## src/hdl/uesc_pkg.sv

```systemverilog
`timescale 1ns / 1ps

package uesc_pkg;

   localparam int FIFO_DEPTH = 4;

   localparam logic [3:0] PHASE_IDLE        = 4'd0;
   localparam logic [3:0] PHASE_LEAD_FIRST  = 4'd2;
   localparam logic [3:0] PHASE_LEAD_LAST   = 4'd5;
   localparam logic [3:0] PHASE_SURR_GAP    = 4'd6;
   localparam logic [3:0] PHASE_TRAIL_FIRST = 4'd8;
   localparam logic [3:0] PHASE_TRAIL_LAST  = 4'd11;

   localparam logic [7:0] CHAR_BACKSLASH = 8'h5C;
   localparam logic [7:0] CHAR_LOWER_U   = 8'h75;

   typedef struct packed {
      logic [7:0] in_byte;
      logic       last_in;
   } req_type;

   typedef struct packed {
      logic [7:0] out_byte;
      logic       has_byte;
      logic       last_of_item;
      logic       end_of_string;
   } rsp_type;

   typedef struct packed {
      logic [3:0][7:0] data;
      logic [2:0]      count;
      logic            marker;
      logic            last;
   } burst_type;

   typedef struct packed {
      logic      write;
      burst_type burst;
   } burst_wr_type;

   typedef struct packed {
      logic      empty;
      logic      full;
      burst_type head;
   } fifo_status_type;

endpackage

```

## src/hdl/unicode_escape_to_utf8_top.sv

```systemverilog
`timescale 1ns / 1ps
// an item's first result is queued as a burst, then loaded into the rsp_ register
// throughput: one byte in per cycle unless req_full; one result out per cycle
// while rsp_pop keeps up; an item's k results occupy the back end in turn; a queue of
// FIFO_DEPTH bursts between front and back absorbs that, req_full rises when it fills
// reset: synchronous, clears the escape state, the burst queue and the output valid flag

module unicode_escape_to_utf8_top #(
   parameter int FIFO_DEPTH = uesc_pkg::FIFO_DEPTH
) (
   input  logic              clock,
   input  logic              reset,
   input  logic              req_push,
   output logic              req_full,
   input  uesc_pkg::req_type req_data,
   output logic              rsp_empty,
   input  logic              rsp_pop,
   output uesc_pkg::rsp_type rsp_data
);

   uesc_pkg::burst_wr_type    burst_wr;
   uesc_pkg::fifo_status_type status;
   logic                      rd_en;
   logic                      accept;

   assign req_full = status.full;
   assign accept   = req_push && !status.full;

   uesc_front u_front (
      .clock    (clock),
      .reset    (reset),
      .accept   (accept),
      .req_data (req_data),
      .burst_wr (burst_wr)
   );

   uesc_fifo #(
      .DEPTH (FIFO_DEPTH)
   ) u_fifo (
      .clock    (clock),
      .reset    (reset),
      .burst_wr (burst_wr),
      .rd_en    (rd_en),
      .status   (status)
   );

   uesc_back u_back (
      .clock     (clock),
      .reset     (reset),
      .status    (status),
      .rd_en     (rd_en),
      .rsp_pop   (rsp_pop),
      .rsp_empty (rsp_empty),
      .rsp_data  (rsp_data)
   );

endmodule

```

## src/hdl/uesc_front.sv

```systemverilog
`timescale 1ns / 1ps

module uesc_front (
   input  logic                  clock,
   input  logic                  reset,
   input  logic                  accept,
   input  uesc_pkg::req_type     req_data,
   output uesc_pkg::burst_wr_type burst_wr
);

   localparam logic [15:0] SURR_LOW     = 16'hD800;
   localparam logic [15:0] SURR_HIGH    = 16'hDFFF;
   localparam logic [15:0] LEAD_HIGH    = 16'hDBFF;
   localparam logic [15:0] TRAIL_LOW    = 16'hDC00;
   localparam logic [15:0] ONE_BYTE_MAX = 16'h007F;
   localparam logic [15:0] TWO_BYTE_MAX = 16'h07FF;
   localparam logic [20:0] PLANE_OFFSET = 21'h10000;

   logic        pend_ff, pend_in;
   logic [3:0]  phase_ff, phase_in;
   logic [15:0] lead_ff, lead_in;
   logic [15:0] trail_ff, trail_in;
   logic        stop_ff, stop_in;

   logic [3:0][7:0] bytes;
   logic [2:0]      n;
   logic            marker;
   logic            in_esc, is_lead, take, first, sbase, stopd;
   logic [15:0]     base, nw;
   logic [4:0]      hv;
   logic [20:0]     u;
   logic [7:0]      b;

   function automatic logic [4:0] hex_value(input logic [7:0] c);
      logic [4:0] r;
      r = '0;
      if (c >= 8'h30 && c <= 8'h39) begin
         r = {1'b1, 4'(c - 8'h30)};
      end else if (c >= 8'h61 && c <= 8'h66) begin
         r = {1'b1, 4'(c - 8'h57)};
      end else if (c >= 8'h41 && c <= 8'h46) begin
         r = {1'b1, 4'(c - 8'h37)};
      end
      return r;
   endfunction

   always_comb begin
      b        = req_data.in_byte;
      pend_in  = pend_ff;
      phase_in = uesc_pkg::PHASE_IDLE;
      lead_in  = lead_ff;
      trail_in = trail_ff;
      stop_in  = stop_ff;
      bytes    = '0;
      n        = 3'd0;
      marker   = 1'b0;
      hv       = hex_value(b);
      in_esc   = (phase_ff >= uesc_pkg::PHASE_LEAD_FIRST) &&
                 (phase_ff <= uesc_pkg::PHASE_TRAIL_LAST);
      is_lead  = phase_ff <= uesc_pkg::PHASE_LEAD_LAST;
      take     = is_lead || (phase_ff >= uesc_pkg::PHASE_TRAIL_FIRST);
      first    = (phase_ff == uesc_pkg::PHASE_LEAD_FIRST) ||
                 (phase_ff == uesc_pkg::PHASE_TRAIL_FIRST);
      base     = first ? 16'd0 : (is_lead ? lead_ff : trail_ff);
      sbase    = first ? 1'b0 : stop_ff;
      if (!sbase && hv[4]) begin
         nw    = {base[11:0], hv[3:0]};
         stopd = 1'b0;
      end else begin
         nw    = base;
         stopd = 1'b1;
      end
      u = {1'b0, lead_ff[9:0], 10'd0} + {11'd0, nw[9:0]} + PLANE_OFFSET;

      if (in_esc) begin
         if (take) begin
            stop_in = stopd;
            if (is_lead) begin
               lead_in = nw;
            end else begin
               trail_in = nw;
            end
         end
         if (phase_ff == uesc_pkg::PHASE_LEAD_LAST) begin
            if (lead_in < SURR_LOW || lead_in > SURR_HIGH) begin
               if (lead_in == 16'd0) begin
                  n = 3'd0;
               end else if (lead_in <= ONE_BYTE_MAX) begin
                  bytes[0] = lead_in[7:0];
                  n        = 3'd1;
               end else if (lead_in <= TWO_BYTE_MAX) begin
                  bytes[0] = {3'b110, lead_in[10:6]};
                  bytes[1] = {2'b10, lead_in[5:0]};
                  n        = 3'd2;
               end else begin
                  bytes[0] = {4'b1110, lead_in[15:12]};
                  bytes[1] = {2'b10, lead_in[11:6]};
                  bytes[2] = {2'b10, lead_in[5:0]};
                  n        = 3'd3;
               end
            end else begin
               phase_in = uesc_pkg::PHASE_SURR_GAP;
            end
         end else if (phase_ff == uesc_pkg::PHASE_TRAIL_LAST) begin
            if (lead_ff <= LEAD_HIGH && trail_in >= TRAIL_LOW && trail_in <= SURR_HIGH) begin
               bytes[0] = {5'b11110, u[20:18]};
               bytes[1] = {2'b10, u[17:12]};
               bytes[2] = {2'b10, u[11:6]};
               bytes[3] = {2'b10, u[5:0]};
               n        = 3'd4;
            end
         end else begin
            phase_in = phase_ff + 4'd1;
         end
      end else if (pend_ff) begin
         pend_in = 1'b0;
         if (b == uesc_pkg::CHAR_LOWER_U) begin
            phase_in = uesc_pkg::PHASE_LEAD_FIRST;
         end else begin
            bytes[0] = uesc_pkg::CHAR_BACKSLASH;
            n        = 3'd1;
            if (b == uesc_pkg::CHAR_BACKSLASH) begin
               pend_in = 1'b1;
            end else begin
               bytes[1] = b;
               n        = 3'd2;
            end
         end
      end else if (b == uesc_pkg::CHAR_BACKSLASH) begin
         pend_in = 1'b1;
      end else begin
         bytes[0] = b;
         n        = 3'd1;
      end

      if (req_data.last_in) begin
         if (pend_in) begin
            bytes[n[1:0]] = uesc_pkg::CHAR_BACKSLASH;
            n             = n + 3'd1;
         end
         pend_in  = 1'b0;
         phase_in = uesc_pkg::PHASE_IDLE;
         lead_in  = '0;
         trail_in = '0;
         stop_in  = 1'b0;
         if (n == 3'd0) begin
            marker = 1'b1;
            n      = 3'd1;
         end
      end

      burst_wr.write        = accept && (n != 3'd0);
      burst_wr.burst.data   = bytes;
      burst_wr.burst.count  = n;
      burst_wr.burst.marker = marker;
      burst_wr.burst.last   = req_data.last_in;
   end

   always_ff @(posedge clock) begin
      if (reset) begin
         pend_ff  <= 1'b0;
         phase_ff <= uesc_pkg::PHASE_IDLE;
         lead_ff  <= '0;
         trail_ff <= '0;
         stop_ff  <= 1'b0;
      end else if (accept) begin
         pend_ff  <= pend_in;
         phase_ff <= phase_in;
         lead_ff  <= lead_in;
         trail_ff <= trail_in;
         stop_ff  <= stop_in;
      end
   end

   // phase never sits on the backslash slot and never runs past the trail
   assert property (@(posedge clock) disable iff (reset)
      phase_ff != 4'd1 && phase_ff <= uesc_pkg::PHASE_TRAIL_LAST)
      else $error("escape phase out of range");

endmodule

```

## src/hdl/uesc_fifo.sv

```systemverilog
`timescale 1ns / 1ps

module uesc_fifo #(
   parameter int DEPTH = uesc_pkg::FIFO_DEPTH
) (
   input  logic                      clock,
   input  logic                      reset,
   input  uesc_pkg::burst_wr_type    burst_wr,
   input  logic                      rd_en,
   output uesc_pkg::fifo_status_type status
);

   localparam int AW = (DEPTH > 1) ? $clog2(DEPTH) : 1;
   localparam int CW = $clog2(DEPTH + 1);

   uesc_pkg::burst_type mem [DEPTH];
   logic [AW-1:0] wr_ptr_ff, wr_ptr_in;
   logic [AW-1:0] rd_ptr_ff, rd_ptr_in;
   logic [CW-1:0] count_ff, count_in;
   logic          wr_en;

   assign wr_en        = burst_wr.write;
   assign status.empty = count_ff == '0;
   assign status.full  = count_ff == CW'(DEPTH);
   assign status.head  = mem[rd_ptr_ff];

   always_comb begin
      wr_ptr_in = wr_ptr_ff;
      rd_ptr_in = rd_ptr_ff;
      count_in  = count_ff;
      if (wr_en) begin
         wr_ptr_in = (wr_ptr_ff == AW'(DEPTH - 1)) ? '0 : wr_ptr_ff + AW'(1);
      end
      if (rd_en) begin
         rd_ptr_in = (rd_ptr_ff == AW'(DEPTH - 1)) ? '0 : rd_ptr_ff + AW'(1);
      end
      if (wr_en && !rd_en) begin
         count_in = count_ff + CW'(1);
      end else if (rd_en && !wr_en) begin
         count_in = count_ff - CW'(1);
      end
   end

   always_ff @(posedge clock) begin
      if (reset) begin
         wr_ptr_ff <= '0;
         rd_ptr_ff <= '0;
         count_ff  <= '0;
      end else begin
         wr_ptr_ff <= wr_ptr_in;
         rd_ptr_ff <= rd_ptr_in;
         count_ff  <= count_in;
      end
   end

   always_ff @(posedge clock) begin
      if (wr_en) begin
         mem[wr_ptr_ff] <= burst_wr.burst;
      end
   end

   assert property (@(posedge clock) disable iff (reset) !(wr_en && status.full))
      else $error("burst queue overflow");

   assert property (@(posedge clock) disable iff (reset) !(rd_en && status.empty))
      else $error("burst queue underflow");

   assert property (@(posedge clock) disable iff (reset) count_ff <= CW'(DEPTH))
      else $error("burst queue count out of range");

endmodule

```

## src/hdl/uesc_back.sv

```systemverilog
`timescale 1ns / 1ps

module uesc_back (
   input  logic                      clock,
   input  logic                      reset,
   input  uesc_pkg::fifo_status_type status,
   output logic                      rd_en,
   input  logic                      rsp_pop,
   output logic                      rsp_empty,
   output uesc_pkg::rsp_type         rsp_data
);

   logic [1:0]        idx_ff, idx_in;
   logic              valid_ff, valid_in;
   uesc_pkg::rsp_type rsp_ff, rsp_in;
   logic              load, last_k;

   always_comb begin
      load   = !status.empty && (!valid_ff || rsp_pop);
      last_k = {1'b0, idx_ff} == (status.head.count - 3'd1);

      rsp_in.out_byte      = status.head.data[idx_ff];
      rsp_in.has_byte      = !status.head.marker;
      rsp_in.last_of_item  = last_k;
      rsp_in.end_of_string = last_k && status.head.last;

      rd_en    = load && last_k;
      idx_in   = idx_ff;
      valid_in = valid_ff;
      if (load) begin
         valid_in = 1'b1;
         idx_in   = last_k ? 2'd0 : idx_ff + 2'd1;
      end else if (rsp_pop) begin
         valid_in = 1'b0;
      end
   end

   always_ff @(posedge clock) begin
      if (reset) begin
         idx_ff   <= '0;
         valid_ff <= 1'b0;
      end else begin
         idx_ff   <= idx_in;
         valid_ff <= valid_in;
      end
   end

   always_ff @(posedge clock) begin
      if (load) begin
         rsp_ff <= rsp_in;
      end
   end

   assign rsp_empty = !valid_ff;
   assign rsp_data  = rsp_ff;

   // byte index stays inside the burst at the queue head
   assert property (@(posedge clock) disable iff (reset)
      !status.empty |-> ({1'b0, idx_ff} < status.head.count))
      else $error("byte index past end of burst");

endmodule
```

## config.mk

```make
export PLATFORM = sky130hd
export DESIGN_NAME = unicode_escape_to_utf8_top
export DESIGN_NICKNAME = d
export VERILOG_FILES = /design/src/hdl/uesc_pkg.sv /design/src/hdl/unicode_escape_to_utf8_top.sv /design/src/hdl/uesc_front.sv /design/src/hdl/uesc_fifo.sv /design/src/hdl/uesc_back.sv
export SDC_FILE = /design/constraint.sdc
export NUM_CORES = 1
export LEC_CHECK = 0
export BUFFER_PORTS_ARGS = -buffer_cell sky130_fd_sc_hd__buf_2
export CAP_MARGIN = 0
export CORE_AREA = 2 2 138 140
export DETAILED_ROUTE_END_ITERATION = 12
export DIE_AREA = 0 0 140 142
export PLACE_DENSITY = 0.74
export SLEW_MARGIN = 5
export SYNTH_ARGS = -nofsm -noshare
export SYNTH_HDL_FRONTEND = slang
export SYNTH_SLANG_ARGS = --single-unit
```

## constraint.sdc

```tcl
create_clock -name clock -period 9.81 [get_ports clock]
set_clock_uncertainty 0.1 [all_clocks]
set_input_delay 2.4525 -clock clock [delete_from_list [all_inputs] [get_ports clock]]
set_output_delay 2.4525 -clock clock [all_outputs]
set_load 0.05 [all_outputs]
```

==> results of run 1 <==
-- per-layer routing --
layer	vias up	wire length [um]
li1	2993	-
met1	3309	10320
met2	299	11630
met3	62	1627
met4	0	780
met5	-	0
-- logic make-up (layout without fill, tap and decap cells) --
| family | Yosys count | after routing |
|---|---|---|
| xor+xnor | 10 | 10 |
| buf+inv | 69 | 103 |
| mux | 61 | 61 |
| fa+ha+maj | 22 | 22 |
| flops | 209 | 209 |
| simple gates | 224 | 224 |
| compound gates | 174 | 174 |
-- state kept, by name (all words and copies together) (netlist names), named ones only --
| signal | flops |
|---|---|
| u_fifo.count_ff | 3 |
| u_front.phase_ff | 4 |
| u_fifo.wr_ptr_ff | 2 |
| u_back.idx_ff | 2 |
| u_fifo.mem | 148 |
| u_front.trail_ff | 16 |
| u_front.stop_ff | 1 |
| u_back.rsp_data | 11 |
| u_back.valid_ff | 1 |
| u_front.lead_ff | 16 |
| u_fifo.rd_ptr_ff | 2 |
| u_front.pend_ff | 1 |
-- tightest hold or removal path, stage by stage (launching register included) --
cell and delay [ns]:
dfxtp_1 0.32, nand2_1 0.06, a21oi_1 0.05
-- cells in the final DEF (no fill, tap or decap), types with 21 or more instances in the layout --
master,netlist,layout
edfxtp_1,159,159
nor2_1,94,94
a21oi_1,52,52
nand2_1,51,51
dfxtp_1,50,49
mux4_2,45,45
o21ai_0,28,28
a22oi_1,28,28
inv_1,25,25
buf_2,4,25
clkbuf_16,0,23
ha_1,21,21
-- through the flow --
| step | hold slack [ns] | setup slack (ns) | power (mW) | cell area, um^2 |
|---|---|---|---|---|
| after floorplan | 0.3455 | 3.164 | 1.537 | 9920 |
| after global placement | 0.3523 | 2.251 | 1.650 | 10240 |
| after detailed placement | 0.3807 | 2.207 | 1.667 | 10240 |
| after CTS | 0.3879 | 2.704 | 2.522 | 11010 |
| after global routing | 0.4288 | 2.330 | 2.595 | 11010 |
| final | 0.3854 | 2.657 | 2.499 | 11010 |
-- worst min path at each step --
stage                     slack [ns]            start         endpoint  cells past startpoint
after floorplan                 0.35  u_back.valid_ff  u_back.valid_ff                      2
after global placement          0.35  u_back.valid_ff  u_back.valid_ff                      2
after detailed placement        0.38  u_back.valid_ff  u_back.valid_ff                      2
after CTS                       0.39  u_back.valid_ff  u_back.valid_ff                      2
after global routing            0.43  u_back.valid_ff  u_back.valid_ff                      2
final                           0.39  u_back.valid_ff  u_back.valid_ff                      2
-- power breakdown --
group	leakage, nW	switching [mW]	internal, mW
Combinational	1.52	0.315	0.210
Sequential	1.87	0.0451	1.08
Clock	0.384	0.346	0.507
Total	3.78	0.706	1.79
-- layout make-up --
class	count	area, um^2	share of cell area (%)
Multi-Input combinational cell	491	3872	35.16
Sequential cell	209	5777	52.45
Tap cell	234	292.8	2.658
Clock buffer	32	669.4	6.078
Inverter	25	93.84	0.8521
Timing Repair Buffer	36	207.7	1.886
Clock inverter	10	100.1	0.9089
==> flow_metrics.py, run 1 <==
metrics = {
    "outcome": {
        "status": "complete, but fails checks",
        "violations": "design-rule violations",
    },
    "logic_synthesis": {
        "synth_most_common_cell": "edfxtp_1",
        "ys.flop_type": "edfxtp_1",
        "avgSynthCellArea_um2": 12.90,
        "muxShareOfSynthArea_pct": 11.92,
        "yosysSeqAreaShare_pct": 58.22,
        "synth_edf_count": 159,
        "synth_cells": 769,
        "synth_compound_area_share_pct": 12.25,
        "yosys-top-cells-area": "edfxtp_1 48%, mux4_2 10%, dfxtp_1 10%, nor2_1 3.6%, ha_1 2.6%",
        "postSynth.asyncResetShare_pct": 0,
        "synth.distinct_cells": 72,
        "synth_seq_cells": 209,
        "syn-num-nets": 804,
        "synth_largest_area_cell": "edfxtp_1",
        "synthAdderAreaFrac_pct": 2.851,
        "synth_top_family_by_area": "compound AO/OA/AOI/OAI gates",
        "synth_top_cell_area_share_pct": 48.13,
        "synthSimpleGateAreaFrac_pct": 11.06,
        "synth_commonest_cells": "159 x edfxtp_1, 94 x nor2_1, 52 x a21oi_1",
        "synthXorXnorAreaFrac_pct": 0.8829,
        "ys_warn_count": 0,
        "syn_area_um2": 9920,
    },
    "worst_setup_path": {
        "slowest_stage": "nor2_1",
        "crit_path_end_kind": "register",
        "cp.arrival_ns": 7.49,
        "crit_type": "input port to register",
        "cp_num_buf_inv": 3,
        "start_kind": "input port",
        "rrSetupSlack_ns": 4.01,
        "slowest_delay_ns": 0.69,
        "cp_num_cells": 18,
        "cp-endpoint": "u_fifo.count_ff[2]",
        "worstPathMaxFanout": 12,
        "r2r_cells": 17,
        "r2r-end": "u_fifo.count_ff[2]",
        "cpLargestDelayFamily": "compound AO/OA/AOI/OAI gates",
        "crit_path_cell_trace": "buf_2 > inv_1 > ha_1 > o21bai_1 > a211oi_1 > o31ai_1 > a31oi_1 > nor4b_1 > nor2_1 > nor2b_1 > a311oi_4 > a31oi_4 > ha_1 > inv_1 > fa_1 > xor2_1 > or3_1 > a21oi_1",
        "crit_required_ns": 10.15,
        "cp-startpoint": "req_data[2]",
        "r2r_start": "u_front.phase_ff[1]",
    },
    "grt": {
        "grt-ovfl-total": 0,
        "antenna_found_initial": 0,
        "grt_use_total_pct": 24.52,
        "grt_pass1_wl_um": 37520,
        "busiest_layer": "met2",
        "grt_use_met2_pct": 40.73,
        "grt_max_degree": 51,
        "use_met1_pct": 33.98,
        "grt_use_met3_pct": 3.970,
        "first_global_vias": 6548,
    },
    "clock_network": {
        "numCtsBuffers": 23,
        "postCtsSetupBuffers": 0,
        "clock_path_buffers": 3,
        "cts_resized": 0,
        "cts_tree": "done",
        "cts.sinks": 209,
        "ctsRootBufferMaster": "clkbuf_16",
        "htreeDepth": 1,
        "worstSkewPairLatency_ns": 0.53,
        "cts_hold_buffers": 0,
        "cts.clk_slew.worst_paths_ns": 0.06,
    },
    "detailed_routing": {
        "routed-via-count": 6663,
        "via_per_inst": 6.425,
        "wl_per_cell_um": 23.48,
        "drtIter0Drc": 731,
        "dr.pass1.iters": 10,
        "drc": 2,
        "ant_nets": 0,
        "drt-total-wl_um": 24350,
    },
    "min_path": {
        "min_path_type": "register to register",
    },
    "layout": {
        "area_delta_synth_final_pct": 11.02,
        "drive_gt1_share_pct": 18.06,
        "num-nets-final": 821,
        "utilization_pct": 59.67,
        "final-instance-count-excl-fill": 1037,
        "fill_cells": 1395,
        "diodes": 0,
    },
    "timing": {
        "period_needed_ns": 7.153,
        "rsz0062_at_grt": "false",
        "finalCritPeriodShare_pct": 72.91,
        "drv_slew": 0,
        "worstMarginPinSlew_ns": 1.187,
        "fmax_ghz": 0.1398,
        "slew_headroom_pct": 20.56,
        "fin_setup_tns_ns": 0,
        "hold_violations": 0,
        "setup_violations": 0,
    },
    "placement": {
        "placed_cells": 995,
        "gp_congestion": 0.9359,
        "portBuffers": 25,
        "dp_hpwl_um": 16270,
    },
    "floorplanning": {
        "fp.dieW_um": 140,
        "core_area_um2": 18460,
        "io_pins": 26,
        "die_area_um2": 19880,
        "start_util_pct": 53.75,
        "rows": 50,
        "die_h_um": 142,
    },
    "job": {
        "drv_cap": 0,
    },
    "power_and_ir_drop": {
        "p_leak_nw": 3.777,
        "powerDensity_nw_per_um2": 226.9,
        "vdd_drop_max_uv": 127.6,
    },
}
No activity file was read; power rests on OpenSTA's default activity.
==> inputs of run 2 (changes only) <==
ABC_AREA = 1   (was not set)
CORE_AREA = 2 2 142 144   (was 2 2 138 140)
DIE_AREA = 0 0 144 146   (was 0 0 140 142)
PLACE_DENSITY = 0.77   (was 0.74)
clock period = 6.3 ns   (was 9.81 ns; I/O delays follow)
==> flow_metrics.py, run 2 <==
metrics = {
    "power_and_ir_drop": {
        "p_seq_share_pct": 42.4,
        "vdd_drop_max_uv": 194.5,
        "p_leak_nw": 4.395,
        "finalPower_mw": 4.034,
        "pwr-share-clk_pct": 30.1,
        "p_int_mw": 2.686,
        "swShare_pct": 33.41,
        "powerDensity_nw_per_um2": 345.0,
        "power.switching_mw": 1.348,
        "p_comb_share_pct": 27.4,
    },
    "timing": {
        "worstMarginPinSlew_ns": 1.020,
        "setup_violations": 0,
        "fin_setup_tns_ns": 0,
        "drv_slew": 0,
        "hold_ws_ns": 0.3642,
        "fmax_ghz": 0.1731,
        "rsz0062_at_grt": "false",
        "finalCritPeriodShare_pct": 91.69,
        "period_needed_ns": 5.776,
        "hold_violations": 0,
        "slew_headroom_pct": 31.93,
    },
    "layout": {
        "reg_top3": "u_fifo.mem x148, u_front.lead_ff x16, u_front.trail_ff x16",
        "utilization_pct": 60.47,
        "final-instance-count-excl-fill": 1466,
        "regMostFlops": "u_fifo.mem",
        "diodes": 0,
        "largest_reg_flops": 148,
        "num-nets-final": 1221,
        "fill_cells": 1623,
        "drive_gt1_share_pct": 10.99,
        "layout_common_cells": "247 x nand2_1, 159 x edfxtp_1, 117 x nor2_1",
        "area_delta_synth_final_pct": 10.66,
        "layout_commonest_cell": "nand2_1",
    },
    "clock_network": {
        "cts_resized": 0,
        "clock_path_buffers": 3,
        "ctsRootBufferMaster": "clkbuf_16",
        "numCtsBuffers": 22,
        "worstSkewPairLatency_ns": 0.50,
        "postCtsSetupBuffers": 0,
        "cts_hold_buffers": 0,
        "cts_tree": "done",
        "cts.sinks": 209,
        "htreeDepth": 1,
        "cts.clk_slew.worst_paths_ns": 0.06,
    },
    "floorplanning": {
        "rows": 51,
        "die_h_um": 146,
        "start_util_pct": 54.64,
        "die_area_um2": 21020,
        "fp.dieW_um": 144,
        "io_pins": 26,
        "core_area_um2": 19330,
    },
    "worst_setup_path": {
        "cp_num_buf_inv": 7,
        "cp_num_cells": 35,
        "crit_type": "input port to register",
        "rrSetupSlack_ns": 0.72,
        "slowest_delay_ns": 0.39,
        "start_kind": "input port",
        "crit_path_end_kind": "register",
        "r2r-end": "u_fifo.count_ff[2]",
        "r2r_cells": 31,
        "r2r_start": "u_front.phase_ff[1]",
        "cp-endpoint": "u_fifo.count_ff[2]",
        "crit_required_ns": 6.59,
        "worstPathMaxFanout": 13,
        "cp.arrival_ns": 6.06,
        "cpLargestDelayFamily": "simple AND/OR/NAND/NOR gates",
        "crit_top_cell": "nand2_1",
        "slowest_stage": "fa_1",
        "cp-startpoint": "req_data[2]",
    },
    "grt": {
        "first_global_vias": 8044,
        "grt_use_total_pct": 25.03,
        "grt_max_degree": 76,
        "antenna_found_initial": 0,
        "grt-ovfl-total": 0,
        "grt_pass1_wl_um": 41410,
    },
    "logic_synthesis": {
        "synth_most_common_cell": "nand2_1",
        "synth.distinct_cells": 47,
        "synth_seq_cells": 209,
        "ys_warn_count": 0,
        "yosys-top-cells-area": "edfxtp_1 45%, dfxtp_1 9.5%, nand2_1 8.8%, o21ai_0 4.7%, nor2_1 4.3%",
        "syn_area_um2": 10570,
        "synth_edf_count": 159,
        "synth_commonest_cells": "247 x nand2_1, 159 x edfxtp_1, 121 x nor2_1",
        "avgSynthCellArea_um2": 9.030,
        "postSynth.asyncResetShare_pct": 0,
        "ys.flop_type": "edfxtp_1",
        "synth_cells": 1170,
        "synth_top_cell_area_share_pct": 45.19,
        "syn-num-nets": 1205,
        "yosysSeqAreaShare_pct": 54.67,
        "synth_largest_area_cell": "edfxtp_1",
    },
    "outcome": {
        "status": "finished clean",
    },
    "detailed_routing": {
        "drc": 0,
        "wl_per_cell_um": 17.74,
        "routed-via-count": 8484,
        "drtIter0Drc": 801,
        "drt-total-wl_um": 26000,
        "dr.pass1.iters": 6,
        "via_per_inst": 5.787,
        "ant_nets": 0,
    },
    "placement": {
        "gp_congestion": 1.001,
        "dp_hpwl_um": 17050,
        "placed_cells": 1427,
        "portBuffers": 25,
    },
    "min_path": {
        "min_path_cells": 2,
        "min_path_type": "register to register",
    },
    "job": {
        "drv_cap": 0,
    },
}
run 2: changes by cell type in the layout (fill, tap and decap cells not counted), moves of 9 or more:
cell,previous run,this run
nand2_1,51,247
inv_1,25,114
nand3_1,8,79
o21ai_0,28,99
mux4_2,45,0
a22oi_1,28,1
o221ai_1,2,29
nor2_1,94,117
a21oi_1,52,70
nand2_2,0,18
mux2i_1,12,0
o211ai_1,7,16
run 2: area by class of cell:
type	instances	area [um^2]	area share, %
flip-flops and latches	209	5777	49.41
multi-input cells	787	4124	35.27
clock buffers	34	646.9	5.533
inverters	122	460.4	3.938
well taps	265	331.6	2.836
repair buffers	44	317.8	2.718
clock inverters	5	33.78	0.2890
run 2: how the worst min path moves through the flow:
stage                    startpoint                   end  slack (ns)
2_1_floorplan    u_front.lead_ff[2]    u_front.lead_ff[2]        0.35
5_1_grt         u_front.trail_ff[7]   u_front.trail_ff[7]        0.38
6_report       u_front.trail_ff[12]  u_front.trail_ff[12]        0.36
3_5_place_dp    u_front.trail_ff[6]   u_front.trail_ff[6]        0.36
4_1_cts         u_front.trail_ff[6]   u_front.trail_ff[6]        0.37
3_3_place_gp   u_front.trail_ff[14]  u_front.trail_ff[14]        0.35
run 2: cell families (layout without fill, tap and decap cells):
logic type / count (synthesis) / after routing / synth area share (%)
xor+xnor: 5 / 5 / 0.4146
buf+inv: 174 / 205 / 6.584
fa+ha+maj: 22 / 22 / 2.676
compound gates: 252 / 252 / 14.27
simple gates: 508 / 508 / 21.39
flops: 209 / 209 / 54.67
run 2: power groups by stage:
stage / Sequential, mW / Clock (mW) / Combinational [mW]
2_1_floorplan: 1.88 / 0 / 0.634
3_3_place_gp: 1.74 / 0 / 1.08
3_5_place_dp: 1.74 / 0 / 1.10
4_1_cts: 1.71 / 1.23 / 1.11
5_1_grt: 1.73 / 1.29 / 1.22
6_report: 1.71 / 1.22 / 1.11
run 2: routing by layer:
layer	up-vias	share of wire, %	global-route usage, %
li1	4062	-	-
met1	4002	41	33.67
met2	342	47	39.95
met3	78	7.0	3.488
met4	0	4.8	12.01
met5	-	0	0
run 2: worst register-to-register path: cells and delay by family (launching register included):
family | cells | cell delay (ns)
and+or+nand+nor | 13 | 2.07
adders and majority gates | 5 | 1.16
AOI/OAI and AO/OA | 6 | 0.80
DFF | 1 | 0.40
buffers and inverters | 7 | 0.94
run 2: metrics by stage:
stage,instance area (um^2),setup slack (ns)
final,11690,0.5237
after global routing,11690,0.0002354
after CTS,11690,0.5455
after detailed placement,11010,0.04461
after global placement,11010,0.2523
after floorplan,10570,-0.1286
==> inputs of run 3 (changes only) <==
RECOVER_POWER = 100   (was not set)
==> flow_metrics.py, run 3 (synthesis gave the netlist of run 2 again) <==
metrics = {
    "layout": {
        "reg_top3": "u_fifo.mem x148, u_front.lead_ff x16, u_front.trail_ff x16",
        "fill_cells": 1652,
        "largest_reg_flops": 148,
        "diodes": 0,
        "num-nets-final": 1221,
        "layout_commonest_cell": "nand2_1",
        "area_delta_synth_final_pct": 9.700,
        "drive_gt1_share_pct": 9.076,
        "final-instance-count-excl-fill": 1466,
        "layout_common_cells": "249 x nand2_1, 159 x edfxtp_1, 119 x nor2_1",
        "multiInputGateArea_um2": 4109,
        "regMostFlops": "u_fifo.mem",
        "regArea_um2": 5777,
    },
    "clock_network": {
        "clock_path_buffers": 3,
        "worstSkewPairLatency_ns": 0.50,
        "numCtsBuffers": 22,
        "cts_tree": "done",
        "cts_resized": 0,
        "cts.sinks": 209,
        "htreeDepth": 1,
        "cts_hold_buffers": 0,
        "ctsRootBufferMaster": "clkbuf_16",
        "cts.clk_slew.worst_paths_ns": 0.06,
        "postCtsSetupBuffers": 0,
    },
    "detailed_routing": {
        "ant_nets": 0,
        "wl_per_cell_um": 17.68,
        "drc": 0,
        "via_per_inst": 5.746,
        "dr.pass1.iters": 5,
        "routed-via-count": 8423,
        "drt-total-wl_um": 25930,
        "drtIter0Drc": 817,
    },
    "outcome": {
        "status": "complete, but fails checks",
        "violations": "max-capacitance violations, max-slew violations",
    },
    "grt": {
        "grt-ovfl-total": 0,
        "first_global_vias": 8044,
        "grt_pass1_wl_um": 41410,
        "grt_max_degree": 76,
        "grt_use_total_pct": 25.03,
        "antenna_found_initial": 0,
    },
    "worst_setup_path": {
        "cp_num_buf_inv": 7,
        "crit_type": "input port to register",
        "worstPathMaxFanout": 37,
        "start_kind": "input port",
        "crit_required_ns": 6.32,
        "cp.arrival_ns": 5.86,
        "cpLargestDelayFamily": "simple AND/OR/NAND/NOR gates",
        "slowest_stage": "clkbuf_4",
        "crit_top_cell": "nand2_1",
        "slowest_delay_ns": 0.54,
        "crit_path_end_kind": "register",
    },
    "timing": {
        "hold_violations": 0,
        "slew_headroom_pct": -113.4,
        "setup_violations": 0,
        "hold_ws_ns": 0.3641,
        "worstMarginPinSlew_ns": 3.201,
        "period_needed_ns": 5.834,
        "setup_slack_ns": 0.4661,
        "drv_slew": 76,
        "finalCritPeriodShare_pct": 92.60,
        "fin_setup_tns_ns": 0,
        "rsz0062_at_grt": "false",
        "fmax_ghz": 0.1714,
    },
    "floorplanning": {
        "rows": 51,
        "fp.dieW_um": 144,
        "core_area_um2": 19330,
        "start_util_pct": 54.64,
        "io_pins": 26,
        "die_h_um": 146,
        "die_area_um2": 21020,
    },
    "placement": {
        "pre_cts_slack_ns": 0.04461,
        "dp_hpwl_um": 17050,
        "gp_congestion": 1.001,
        "portBuffers": 25,
        "placed_cells": 1427,
    },
    "job": {
        "drv_cap": 1,
    },
    "power_and_ir_drop": {
        "powerDensity_nw_per_um2": 345.8,
        "vdd_drop_max_uv": 195.2,
        "p_leak_nw": 4.321,
    },
    "min_path": {
        "min_path_type": "register to register",
    },
}
-- run 3: cell count changes in the layout (fill, tap and decap cells not counted), sizes merged --
cell	delta
clkbuf	+23
buf	-23
-- run 3: final cells by class --
cell class | count | area share, %
Tap cell | 265 | 2.861
Clock buffer | 34 | 5.581
Inverter | 122 | 3.973
Timing Repair Buffer | 44 | 1.997
Clock inverter | 5 | 0.2915
Sequential cell | 209 | 49.84
Multi-Input combinational cell | 787 | 35.45
-- run 3: worst paths after layout --
| check | startpoint | endpoint | slack (ns) | cells past startpoint |
|---|---|---|---|---|
| setup / recovery | req_data[2] | u_fifo.mem[2][8] | 0.47 | 30 |
| hold / removal | u_front.trail_ff[12] | u_front.trail_ff[12] | 0.36 | 2 |
| setup reg to reg | register | u_fifo.count_ff[1] | 0.63 | 15 |
| hold reg to reg | u_front.trail_ff[12] | u_front.trail_ff[12] | 0.36 | 2 |
-- run 3: worst reg2reg max path: cells and delay by family (launching register included) --
kind                     cells  cell delay, ns
AO/OA/AOI/OAI                3            0.45
XOR/XNOR                     1            0.07
adder cells (fa/ha/maj)      2            0.61
buffers and inverters        6            3.33
flip-flops                   1            0.31
AND/OR/NAND/NOR              3            0.68
-- run 3: power breakdown --
group          leakage [nW]  internal (mW)  switching [mW]
logic                  2.11          0.280           0.798
clock network         0.325          0.708           0.505
registers              1.89           1.68          0.0398
-- run 3: routing by layer --
layer  part of all wire [%]  global-route usage [%]
met1                     42                   33.67
met2                     47                   39.95
met3                    7.0                   3.488
met4                    4.8                   12.01
met5                      0                       0
-- run 3: stage by stage --
stage | instance area, um^2 | util (%) | total power, mW
2_1_floorplan | 10570 | - | 2.516
3_3_place_gp | 11010 | 56.95 | 2.820
3_5_place_dp | 11010 | 56.95 | 2.845
4_1_cts | 11690 | 60.47 | 4.054
5_1_grt | 11590 | 59.94 | 4.213
6_report | 11590 | 59.94 | 4.007
